==> src/rtl/tle_pkg.sv <==
// shared types, byte codes and phrase table of the terminal line editor
`default_nettype none

package tle_pkg;

  // default line length in cells
  localparam int LINE_LEN_DEF = 32;

  // byte codes
  localparam logic [7:0] CH_NUL = 8'd0;
  localparam logic [7:0] CH_BEL = 8'd7;
  localparam logic [7:0] CH_BS  = 8'd8;
  localparam logic [7:0] CH_TAB = 8'd9;
  localparam logic [7:0] CH_LF  = 8'd10;
  localparam logic [7:0] CH_CR  = 8'd13;
  localparam logic [7:0] CH_ESC = 8'd27;
  localparam logic [7:0] CH_SP  = 8'd32;
  localparam logic [7:0] CH_GT  = 8'd62;
  localparam logic [7:0] CH_A   = 8'd65;
  localparam logic [7:0] CH_B   = 8'd66;
  localparam logic [7:0] CH_C   = 8'd67;
  localparam logic [7:0] CH_D   = 8'd68;
  localparam logic [7:0] CH_F   = 8'd70;
  localparam logic [7:0] CH_LBR = 8'd91;
  localparam logic [7:0] CH_DEL = 8'd127;

  // result kinds
  localparam logic KIND_ECHO = 1'b0;
  localparam logic KIND_LINE = 1'b1;

  // fixed output phrases
  typedef enum logic [2:0] {
    PH_ONE   = 3'd0,  // single byte held in the char register
    PH_ERASE = 3'd1,  // BS SP BS
    PH_RIGHT = 3'd2,  // ESC [ C
    PH_HEAD  = 3'd3,  // CR LF ahead of the line
    PH_TAIL  = 3'd4   // CR LF and the prompt
  } phrase_t;

  // sequencer states
  typedef enum logic [3:0] {
    S_IDLE     = 4'b0001,
    S_PHRASE   = 4'b0010,
    S_LINE_RD  = 4'b0100,
    S_LINE_OUT = 4'b1000
  } state_t;

  // line store command
  typedef struct packed {
    logic wr;       // write cell, mark it nonzero
    logic clr;      // mark cell as zero
    logic clr_all;  // mark every cell as zero
    logic rd;       // registered read of cell
  } store_cmd_t;

  // index of the final byte of a phrase
  function automatic logic [2:0] phrase_end(phrase_t ph);
    logic [2:0] r;
    unique case (ph)
      PH_ONE:   r = 3'd0;
      PH_ERASE: r = 3'd2;
      PH_RIGHT: r = 3'd2;
      PH_HEAD:  r = 3'd1;
      PH_TAIL:  r = 3'd5;
      default:  r = 3'd0;
    endcase
    return r;
  endfunction

  // byte at a position of a phrase
  function automatic logic [7:0] phrase_byte(phrase_t ph, logic [2:0] idx, logic [7:0] chr);
    logic [7:0] r;
    r = chr;
    unique case (ph)
      PH_ONE:   r = chr;
      PH_ERASE: r = (idx == 3'd1) ? CH_SP : CH_BS;
      PH_RIGHT: begin
        unique case (idx)
          3'd0:    r = CH_ESC;
          3'd1:    r = CH_LBR;
          default: r = CH_C;
        endcase
      end
      PH_HEAD:  r = (idx == 3'd0) ? CH_CR : CH_LF;
      PH_TAIL: begin
        unique case (idx)
          3'd0:    r = CH_CR;
          3'd1:    r = CH_LF;
          3'd5:    r = CH_SP;
          default: r = CH_GT;
        endcase
      end
      default:  r = chr;
    endcase
    return r;
  endfunction

endpackage

`default_nettype wire

==> src/rtl/tle_store.sv <==
// line store memory with per-cell nonzero flags
`default_nettype none

module tle_store #(
  parameter int LINE_LEN = tle_pkg::LINE_LEN_DEF
) (
  input  wire logic                        clk,
  input  wire logic                        rst_n,
  input  wire tle_pkg::store_cmd_t         cmd,
  input  wire logic [$clog2(LINE_LEN)-1:0] addr,
  input  wire logic [7:0]                  wdata,
  output logic [7:0]                       rd_data,
  output logic [LINE_LEN-1:0]              nz
);
  import tle_pkg::*;

  logic [7:0]          mem [LINE_LEN];
  logic [7:0]          rd_data_r;
  logic [LINE_LEN-1:0] nz_r;
  logic [LINE_LEN-1:0] nz_nxt;

  // cell memory, one write or one read per cycle
  always_ff @(posedge clk) begin
    if (cmd.wr) begin
      mem[addr] <= wdata;
    end
    if (cmd.rd) begin
      rd_data_r <= mem[addr];
    end
  end

  // nonzero flags, a cleared flag marks the cell as zero; the memory read ignores the flag
  always_comb begin
    nz_nxt = nz_r;
    if (cmd.clr_all) begin
      nz_nxt = '0;
    end else if (cmd.wr) begin
      nz_nxt[addr] = 1'b1;
    end else if (cmd.clr) begin
      nz_nxt[addr] = 1'b0;
    end
  end

  always_ff @(posedge clk) begin
    if (!rst_n) begin
      nz_r <= '0;
    end else begin
      nz_r <= nz_nxt;
    end
  end

  assign rd_data = rd_data_r;
  assign nz      = nz_r;

endmodule

`default_nettype wire

==> src/rtl/tle_ctrl.sv <==
// byte decoder, cursor and escape state, and result sequencer
`default_nettype none

module tle_ctrl #(
  parameter int LINE_LEN = tle_pkg::LINE_LEN_DEF
) (
  input  wire logic                        clk,
  input  wire logic                        rst_n,
  input  wire logic                        in_tvalid,
  output logic                             in_tready,
  input  wire logic [7:0]                  in_tdata,
  output logic                             out_tvalid,
  input  wire logic                        out_tready,
  output logic [7:0]                       out_tdata,
  output logic                             out_tuser,
  output logic                             out_tlast,
  output tle_pkg::store_cmd_t              st_cmd,
  output logic [$clog2(LINE_LEN)-1:0]      st_addr,
  output logic [7:0]                       st_wdata,
  input  wire logic [7:0]                  st_rd_data,
  input  wire logic [LINE_LEN-1:0]         st_nz
);
  import tle_pkg::*;

  localparam int CW = $clog2(LINE_LEN + 1);
  localparam int AW = $clog2(LINE_LEN);
  localparam logic [CW-1:0] LEN_C = CW'(LINE_LEN);

  state_t         state_r, state_nxt;
  logic [CW-1:0]  cursor_r, cursor_nxt;
  logic           esc_r, esc_nxt;
  phrase_t        ph_r, ph_nxt;
  logic [2:0]     idx_r, idx_nxt;
  logic [7:0]     chr_r, chr_nxt;
  logic [CW-1:0]  line_i_r, line_i_nxt;
  logic           out_valid_r, out_valid_nxt;
  logic [7:0]     out_data_r, out_data_nxt;
  logic           out_kind_r, out_kind_nxt;
  logic           out_last_r, out_last_nxt;

  logic [LINE_LEN:0] nz_ext;
  logic              out_free;
  logic              swallow;
  logic              printable;
  logic              can_right;
  logic              ph_done;

  assign nz_ext    = {1'b0, st_nz};
  assign out_free  = !out_valid_r || out_tready;
  assign in_tready = (state_r == S_IDLE);
  assign swallow   = (in_tdata == CH_BS) || (in_tdata == CH_TAB) || (in_tdata == CH_LF) ||
                     (in_tdata == CH_CR) || (in_tdata == CH_DEL) || (in_tdata == CH_ESC) ||
                     (in_tdata == CH_LBR);
  assign printable = (in_tdata >= CH_SP) && (in_tdata < CH_DEL);
  // right move needs a nonzero cell under the cursor
  assign can_right = (cursor_r != LEN_C) && nz_ext[cursor_r];
  assign ph_done   = (idx_r == phrase_end(ph_r));

  always_comb begin
    state_nxt     = state_r;
    cursor_nxt    = cursor_r;
    esc_nxt       = esc_r;
    ph_nxt        = ph_r;
    idx_nxt       = idx_r;
    chr_nxt       = chr_r;
    line_i_nxt    = line_i_r;
    out_valid_nxt = out_valid_r && !out_tready;
    out_data_nxt  = out_data_r;
    out_kind_nxt  = out_kind_r;
    out_last_nxt  = out_last_r;
    st_cmd        = '0;
    st_addr       = '0;
    st_wdata      = in_tdata;

    unique case (state_r)
      // decode an accepted byte, update the cursor and the store
      S_IDLE: begin
        if (in_tvalid && in_tdata != CH_NUL) begin
          idx_nxt = '0;
          if (esc_r) begin
            if (!swallow) begin
              esc_nxt = 1'b0;
              priority if (in_tdata == CH_A || in_tdata == CH_B) begin
                ph_nxt    = PH_ONE;
                chr_nxt   = CH_BEL;
                state_nxt = S_PHRASE;
              end else if ((in_tdata == CH_C || (in_tdata == CH_F && st_nz[0])) &&
                           can_right) begin
                cursor_nxt = cursor_r + 1'b1;
                ph_nxt     = PH_RIGHT;
                state_nxt  = S_PHRASE;
              end else if (in_tdata == CH_D && cursor_r != '0) begin
                cursor_nxt = cursor_r - 1'b1;
                ph_nxt     = PH_ONE;
                chr_nxt    = CH_BS;
                state_nxt  = S_PHRASE;
              end else begin
              end
            end
          end else if (printable) begin
            st_cmd.wr = 1'b1;
            if (cursor_r == LEN_C) begin
              // store full: wrap to the first cell silently
              st_addr    = '0;
              cursor_nxt = CW'(1);
            end else begin
              st_addr    = cursor_r[AW-1:0];
              cursor_nxt = cursor_r + 1'b1;
              ph_nxt     = PH_ONE;
              chr_nxt    = in_tdata;
              state_nxt  = S_PHRASE;
            end
          end else if (in_tdata == CH_BS || in_tdata == CH_DEL) begin
            state_nxt = S_PHRASE;
            if (cursor_r == '0) begin
              ph_nxt  = PH_ONE;
              chr_nxt = CH_BEL;
            end else begin
              cursor_nxt = cursor_r - 1'b1;
              st_cmd.clr = 1'b1;
              st_addr    = cursor_nxt[AW-1:0];
              ph_nxt     = PH_ERASE;
            end
          end else if (in_tdata == CH_TAB) begin
            ph_nxt    = PH_ONE;
            chr_nxt   = CH_BEL;
            state_nxt = S_PHRASE;
          end else if (in_tdata == CH_CR || in_tdata == CH_LF) begin
            cursor_nxt = '0;
            ph_nxt     = PH_HEAD;
            state_nxt  = S_PHRASE;
          end else if (in_tdata == CH_ESC) begin
            esc_nxt = 1'b1;
          end
        end
      end

      // emit a fixed phrase, one byte per free output slot
      S_PHRASE: begin
        if (out_free) begin
          out_valid_nxt = 1'b1;
          out_data_nxt  = phrase_byte(ph_r, idx_r, chr_r);
          out_kind_nxt  = KIND_ECHO;
          out_last_nxt  = ph_done && (ph_r != PH_HEAD);
          if (ph_done) begin
            if (ph_r == PH_HEAD) begin
              line_i_nxt = '0;
              state_nxt  = S_LINE_RD;
            end else begin
              st_cmd.clr_all = (ph_r == PH_TAIL);
              state_nxt      = S_IDLE;
            end
          end else begin
            idx_nxt = idx_r + 1'b1;
          end
        end
      end

      // fetch the next line cell, stop at the first zero cell or at the end of the store
      S_LINE_RD: begin
        if (line_i_r == LEN_C || !nz_ext[line_i_r]) begin
          ph_nxt    = PH_TAIL;
          idx_nxt   = '0;
          state_nxt = S_PHRASE;
        end else begin
          st_cmd.rd = 1'b1;
          st_addr   = line_i_r[AW-1:0];
          state_nxt = S_LINE_OUT;
        end
      end

      // emit the fetched cell as a line byte
      S_LINE_OUT: begin
        if (out_free) begin
          out_valid_nxt = 1'b1;
          out_data_nxt  = st_rd_data;
          out_kind_nxt  = KIND_LINE;
          out_last_nxt  = 1'b0;
          line_i_nxt    = line_i_r + 1'b1;
          state_nxt     = S_LINE_RD;
        end
      end

      default: begin
        state_nxt = S_IDLE;
      end
    endcase
  end

  // control registers
  always_ff @(posedge clk) begin
    if (!rst_n) begin
      state_r     <= S_IDLE;
      cursor_r    <= '0;
      esc_r       <= 1'b0;
      out_valid_r <= 1'b0;
    end else begin
      state_r     <= state_nxt;
      cursor_r    <= cursor_nxt;
      esc_r       <= esc_nxt;
      out_valid_r <= out_valid_nxt;
    end
  end

  // payload registers
  always_ff @(posedge clk) begin
    ph_r       <= ph_nxt;
    idx_r      <= idx_nxt;
    chr_r      <= chr_nxt;
    line_i_r   <= line_i_nxt;
    out_data_r <= out_data_nxt;
    out_kind_r <= out_kind_nxt;
    out_last_r <= out_last_nxt;
  end

  assign out_tvalid = out_valid_r;
  assign out_tdata  = out_data_r;
  assign out_tuser  = out_kind_r;
  assign out_tlast  = out_last_r;

endmodule

`default_nettype wire

==> src/rtl/terminal_line_editor_top.sv <==
// top level of the terminal line editor: sequencer and line store
// the first result of a byte is made in the phrase state after its transfer and
//   is registered in the output register once that register is free
// fixed phrases give one result per cycle while the output is not stalled; each line
//   byte takes a read state and an output state (registered read of the line memory)
// a byte that gives no result leaves the input open; the next byte is taken once the
//   last result of the previous one sits in the output register
// reset clears cursor, escape flag and the per-cell nonzero flags
`default_nettype none

module terminal_line_editor_top #(
  parameter int LINE_LEN = tle_pkg::LINE_LEN_DEF
) (
  input  wire logic       clk,
  input  wire logic       rst_n,
  input  wire logic       in_tvalid,
  output logic            in_tready,
  input  wire logic [7:0] in_tdata,   // [7:0] rx_byte
  output logic            out_tvalid,
  input  wire logic       out_tready,
  output logic [7:0]      out_tdata,  // [7:0] out_byte
  output logic            out_tuser,  // [0] kind
  output logic            out_tlast
);
  import tle_pkg::*;

  localparam int AW = $clog2(LINE_LEN);

  store_cmd_t          st_cmd;
  logic [AW-1:0]       st_addr;
  logic [7:0]          st_wdata;
  logic [7:0]          st_rd_data;
  logic [LINE_LEN-1:0] st_nz;

  // decoder and result sequencer
  tle_ctrl #(
    .LINE_LEN (LINE_LEN)
  ) u_ctrl (
    .clk        (clk),
    .rst_n      (rst_n),
    .in_tvalid  (in_tvalid),
    .in_tready  (in_tready),
    .in_tdata   (in_tdata),
    .out_tvalid (out_tvalid),
    .out_tready (out_tready),
    .out_tdata  (out_tdata),
    .out_tuser  (out_tuser),
    .out_tlast  (out_tlast),
    .st_cmd     (st_cmd),
    .st_addr    (st_addr),
    .st_wdata   (st_wdata),
    .st_rd_data (st_rd_data),
    .st_nz      (st_nz)
  );

  // line store
  tle_store #(
    .LINE_LEN (LINE_LEN)
  ) u_store (
    .clk     (clk),
    .rst_n   (rst_n),
    .cmd     (st_cmd),
    .addr    (st_addr),
    .wdata   (st_wdata),
    .rd_data (st_rd_data),
    .nz      (st_nz)
  );

endmodule

`default_nettype wire

==> config.mk <==
export PLATFORM = sky130hd
export DESIGN_NAME = terminal_line_editor_top
export DESIGN_NICKNAME = d
export VERILOG_FILES = /design/src/rtl/tle_pkg.sv /design/src/rtl/tle_store.sv /design/src/rtl/tle_ctrl.sv /design/src/rtl/terminal_line_editor_top.sv
export SDC_FILE = /design/constraint.sdc
export NUM_CORES = 1
export LEC_CHECK = 0
export BUFFER_PORTS_ARGS = -buffer_cell sky130_fd_sc_hd__buf_4
export CORE_MARGIN = 4
export CORE_UTILIZATION = 65
export DETAILED_ROUTE_END_ITERATION = 10
export HOLD_SLACK_MARGIN = 0.12
export PLACE_DENSITY = 0.94
export SLEW_MARGIN = 20
export SYNTH_ARGS = -nofsm -noshare
export SYNTH_HDL_FRONTEND = slang
export SYNTH_SLANG_ARGS = --single-unit
==> constraint.sdc <==
create_clock -name clk -period 11.4 [get_ports clk]
set_input_delay 2.28 -clock clk [delete_from_list [all_inputs] [get_ports clk]]
set_output_delay 2.28 -clock clk [all_outputs]
set_load 0.05 [all_outputs]
After elaboration in Yosys (flattened, before gate mapping)
Memory sizes are Yosys's and may differ from the RTL's. A register that Yosys moved wholly into a read port is not among the register bits. Cells that the tools add are included.

Output and inout port bits: 12. Word-level logic and storage cells: 235. Register bits: 74. RAM bits: 256. Memories: 1. ROM bits: 0. Latch bits: 0.

Memories: u_store.mem (words 32, width 8, rd ports 1, clocked after Yosys merged registers in 1, wr ports 1, RTL line tle_store.sv:17) `logic [7:0] mem [LINE_LEN];`.

Reduce and logical (&&, ||, !) cells: 45. Bitwise logic cells: 4. Div/mod/pow operators: 0. Multiply operators: 0. Shifts and indexed selects: 0. $lt $le $gt $ge: 6. Equality and inequality tests: 47. Add/subtract/negate cells: 4. Mux-type cells: 116.

Operators with widths (count): $mux 6 (16); $mux 8 (12); $mux 32 (2); $mux 4 (15); $eq 8x7->1 const B (7); $mux 3 (18); $mux 5 (7); $and 32x32->32 (1); $eq 8x4->1 const B (4); $not 32->32 (1); $or 32x32->32 (1); $pmux 8 s4 (1); $mux 1 (28); $reduce_and 8->1 (3); $pmux 3 s3 (2); $pmux 6 s3 (1); $pmux 4 s4 (1); $pmux 8 s2 (1); $lt 6x7->1 const B (2); $pmux 7 s2 (1); $add 6x1->6 const B (2); $bmux 1 s6 (2); $eq 6x6->1 const B (2); $logic_or 1x1->1 (12); 45 further kinds (80).

Longest topological paths before layout
Depth after elaboration: 15. Mapped depth: 17. Mapped depth without buffers: 12.

Modules after synthesis
From an unflattened synthesis, not the netlist that was laid out.

Cells, all modules: 1140. Area total of the unflattened synthesis: 15170.8 um^2.

By module, submodules not included: tle_store (area each 11523.6 um^2, cells an instance 727, times used 1); tle_ctrl (area each 3647.2 um^2, cells an instance 413, times used 1).

Least setup slack after synthesis
OpenSTA, ideal clock, no wires.

Path kind: in2reg. Start point: in in_tdata[0]. End point: reg u_store.rd_data_r[1], in the netlist u_store.rd_data[1], read port of u_store.mem, data pin. Data required time: 11128 ps. Library setup time: 272 ps. Path slack: 6215 ps. Data arrival time: 4914 ps. Stages on the path: 11. Cells stage by stage: buf_2 -> or4_4 -> nor4_4 -> o21ai_4 -> o32a_2 -> nand2_1 -> buf_4 -> mux2_2 -> nand3_1 -> o2111ai_1 -> or4_1.

Word-level cells in the longest chain between the ends: 7. Elaborated cells between the ends (all ways): 13. Those cells by class: order compare: 2; eq/ne: 2; mux: 5; reduce/logical: 4.

Ends and longest elaborated chain: start, declared (RTL line terminal_line_editor_top.sv:18) `input wire logic [7:0] in_tdata,`; parallel branches: the longest is 5 deep, another holds $ge 8x6->1; $mux 5 * (RTL line tle_ctrl.sv:78) `if (in_tvalid && in_tdata != CH_NUL) begin`; $pmux 5 s2 * (RTL line tle_ctrl.sv:75) `unique case (state_r)`; end, declared (RTL line tle_store.sv:18) `logic [7:0] rd_data_r;`.

Mark *: on every way between the ends. A chain may end at the register's enable or synchronous reset.

Worst setup path after layout
Start point: in in_tdata[5]. End point: mem u_store.mem[24][0] (enable).

Word-level cells in the longest chain between the ends: 8. Elaborated cells between the ends (all ways): 19. Those cells by class: order compare: 2; eq/ne: 2; mux: 11; reduce/logical: 4.

Ends and longest elaborated chain: $ge 8x6->1 or $lt 8x7->1 (tied branches) (RTL line tle_ctrl.sv:54) `assign printable = (in_tdata >= CH_SP) && (in_tdata < CH_DEL);`; $logic_and 1x1->1 (RTL line tle_ctrl.sv:54); $mux 1 (RTL line tle_ctrl.sv:100) `end else if (printable) begin`; $mux 2 (RTL line tle_ctrl.sv:80) `if (esc_r) begin`; $mux 2 (RTL line tle_ctrl.sv:78); $mux 2 (RTL line tle_ctrl.sv:75); $mux 1 (RTL line tle_store.sv:24) `if (cmd.wr) begin`; $mux 1 (implied by the code) (RTL line tle_store.sv:25) `mem[addr] <= wdata;`; end, declared (RTL line tle_store.sv:17).

Parallel ways exist; a longest one is shown, timed or not.

==> run metrics <==
Max Fanout on Critical Path=48; Synth area leaders=edfxtp_1, dfxtp_1, mux2i_1; Syn Std Cell Area=0.0152 mm2; number of flops mapped to enable cells by yosys=294; Power Internal=0.00210 W; Core Rows=55; CTS Buffer Depth=3; final RePlAce weighted congestion=0.950; vias in the first global route=10.7k; # IOs=24; layout filler cell count=1,407; Placed Area=0.0156 mm2; DRC viols=0; die width=161 um; clock power share=41.2%; post-place setup slack=4.91 ns; WL per Instance=27.2 um; Worst Setup SP=in_tdata[5]; Gate Count Post-Synth=1,206; Slew Limit Fails=0; Sw Ratio=23.7%; synth unique cells=96; CTS buffer count=34; flop2flop setup slack=6.12 ns; FFs w/ async S/R, synth=0%; GRT overflow=0; Via density=7.15; Comb power frac=8.1%; CP Launch Type=primary input; Peak VDD IR=0.144 mV; FF-to-FF Start=u_ctrl.cursor_r[0]$_SDFFE_PN0P_; 1st-iter DRT viols=2,130; Reg power frac=50.7%; Worst Reg-to-Reg Cells=12; sequential fraction of the synthesis area=63.7%; Total GRT Usage=32.1%; CTS hold repair buffers=0; CORE AREA=0.0228 mm2; CP Capture Type=register; worst setup path end=u_store.mem[24][0]$_DFFE_PP_; CTS clk-pin slew, worst paths=0.06 ns; slew at the pin with the worst max-slew slack=1.24 ns; root buf cell=clkbuf_16; fraction of the cycle the final worst path needs=54.9%; HPWL after DPL=26.4 mm; Final setup viols=0; crit path DAT=6.42 ns; CP Data Required Time=11.57 ns; clk_lat worst skew=0.54 ns; P_leak=5.83 nW; P per Cell Area=164 mW/mm2; postcts setup bufs=0; n_diodes=0; layout cells sized above 1=12.7%; Synth warnings=0; NetSw=0.000655 W; final hold violations=0; setup ws final=5.14 ns; RSZ-0062 raised after global routing=false; hold crit path type=register to register; largest net degree at the start of global routing=66; critical path type=primary input to register; Synth Flop Type=edfxtp_1; vias after detailed routing=11.1k; first-pass GRT wire length=63.5 mm; status=finished clean; Gates resized, CTS repair=0; H-tree level count=2; Final Critical Period=6.26 ns; Relative slew margins=17.5%; clock sink count=338; Fin Hold WS=0.497 ns; die area=0.0260 mm2; top cell type's share of synthesized area=57.9%; synth-to-layout area growth=10.1%; Starting Density=66.7%; Layout Nets=1,233; WL final=42.2 mm; Setup Skew=0.0175 ns; reg-to-reg endpoint=u_store.mem[24][0]$_DFFE_PP_; CTS tree=built; antenna-violating nets left=0; number of port buffers=23; cell taking the most area after synthesis=edfxtp_1; Final Non-Filler Cells=1,552; TNS Setup=0 ns; Yosys reg bits=338; Die Ht=161 um; cell with the most instances after synthesis=edfxtp_1; detailed-router iteration count before antenna repair=7; Max-cap violations=0; placed insts=1,490; syn_nets=1,226; synth cell count leaders=edfxtp_1, nand2_1, a21oi_1; Syn Area/Cell=12.6 um2; design area=0.0168 mm2; Max Clk Rate=0.160 GHz; initial antenna violation count=0
-- layer usage --
layer	vias up	global-route usage, %	routed length [um]
met5	-	0	32
met4	2	15.7	2630
met3	218	7.40	5690
met2	1048	51.6	19500
met1	5190	41.7	14300
li1	4641	-	-
-- per-stage QoR --
step / total power (W) / util, %
after floorplan: 0.00157 / -
after global placement: 0.00163 / 68.4
after detailed placement: 0.00164 / 68.4
after CTS: 0.00275 / 73.4
after global routing: 0.00283 / 73.5
final: 0.00276 / 73.5
-- critical path, stage by stage --
cell and delay, ns:
buf_4 0.23, nor4_1 0.43, nand3_1 0.28, and2_1 0.33, nand2_1 0.15, o22ai_2 0.21
nor2_4 0.42, buf_4 0.63, nand2_1 0.15, nor2_1 0.54, nand2_1 0.17, inv_1 0.49
-- layout make-up --
cell class              instances  area [um2]  area share [%]
flip-flops and latches        338        9710            57.8
multi-input cells             759        5120            30.5
clock buffers                  38         886            5.28
well taps                     313         392            2.33
repair buffers                 35         263            1.56
clock inverters                24         258            1.53
inverters                      45         169            1.01
-- cells in the final DEF (no fill, tap or decap), types with 11 or more instances in the layout --
cell type  count
edfxtp_1     294
a21oi_1       85
clkbuf_16     34
nand2b_1      13
and2_1        11
nor2_1        60
a22oi_1       23
mux2i_1       62
o21ai_0       75
dfxtp_1       44
mux2_2        11
nor3_1        14
a211oi_1      16
buf_4         35
nand2_1      130
inv_1         44
nand3_1       43
-- registers in the layout, indices dropped and copies added (netlist names), named ones only --
| register | cells |
|---|---|
| u_ctrl.out_tlast | 1 |
| u_ctrl.esc_r | 1 |
| u_ctrl.chr_r | 8 |
| u_ctrl.ph_r | 3 |
| u_ctrl.out_tuser | 1 |
| u_store.mem | 256 |
| u_ctrl.line_i_r | 6 |
| u_ctrl.state_r | 4 |
| u_store.rd_data | 8 |
| u_ctrl.idx_r | 3 |
| u_ctrl.out_tvalid | 1 |
| u_ctrl.cursor_r | 6 |
| u_ctrl.out_tdata | 8 |
-- cell families (layout without fill, tap and decap cells) --
kind of cell	count (synthesis)	after routing	synth area share (%)
AOI/OAI and AO/OA	319	319	14.4
xor gates and xnor gates	11	11	0.632
adders and majority gates	8	8	0.656
buffers and inverters	109	142	3.17
DFF	338	338	63.7
muxes	85	85	6.53
other	1	1	0.0246
and+or+nand+nor	335	335	10.9
-- how the worst min path moves through the flow --
stage | to | startpoint | cells after the start
2_1_floorplan | register | register | 2
3_3_place_gp | register | register | 2
3_5_place_dp | register | register | 2
4_1_cts | register | register | 2
5_1_grt | register | register | 2
6_report | register | register | 2
-- power groups by stage --
stage | clock (W) | combinational (W) | sequential (W)
after floorplan | 0 | 0.000155 | 0.00142
after global placement | 0 | 0.000209 | 0.00142
after detailed placement | 0 | 0.000215 | 0.00143
after CTS | 0.00113 | 0.000217 | 0.00140
after global routing | 0.00119 | 0.000239 | 0.00140
final | 0.00114 | 0.000222 | 0.00140
Note: power is estimated with default switching activity, not from simulation.
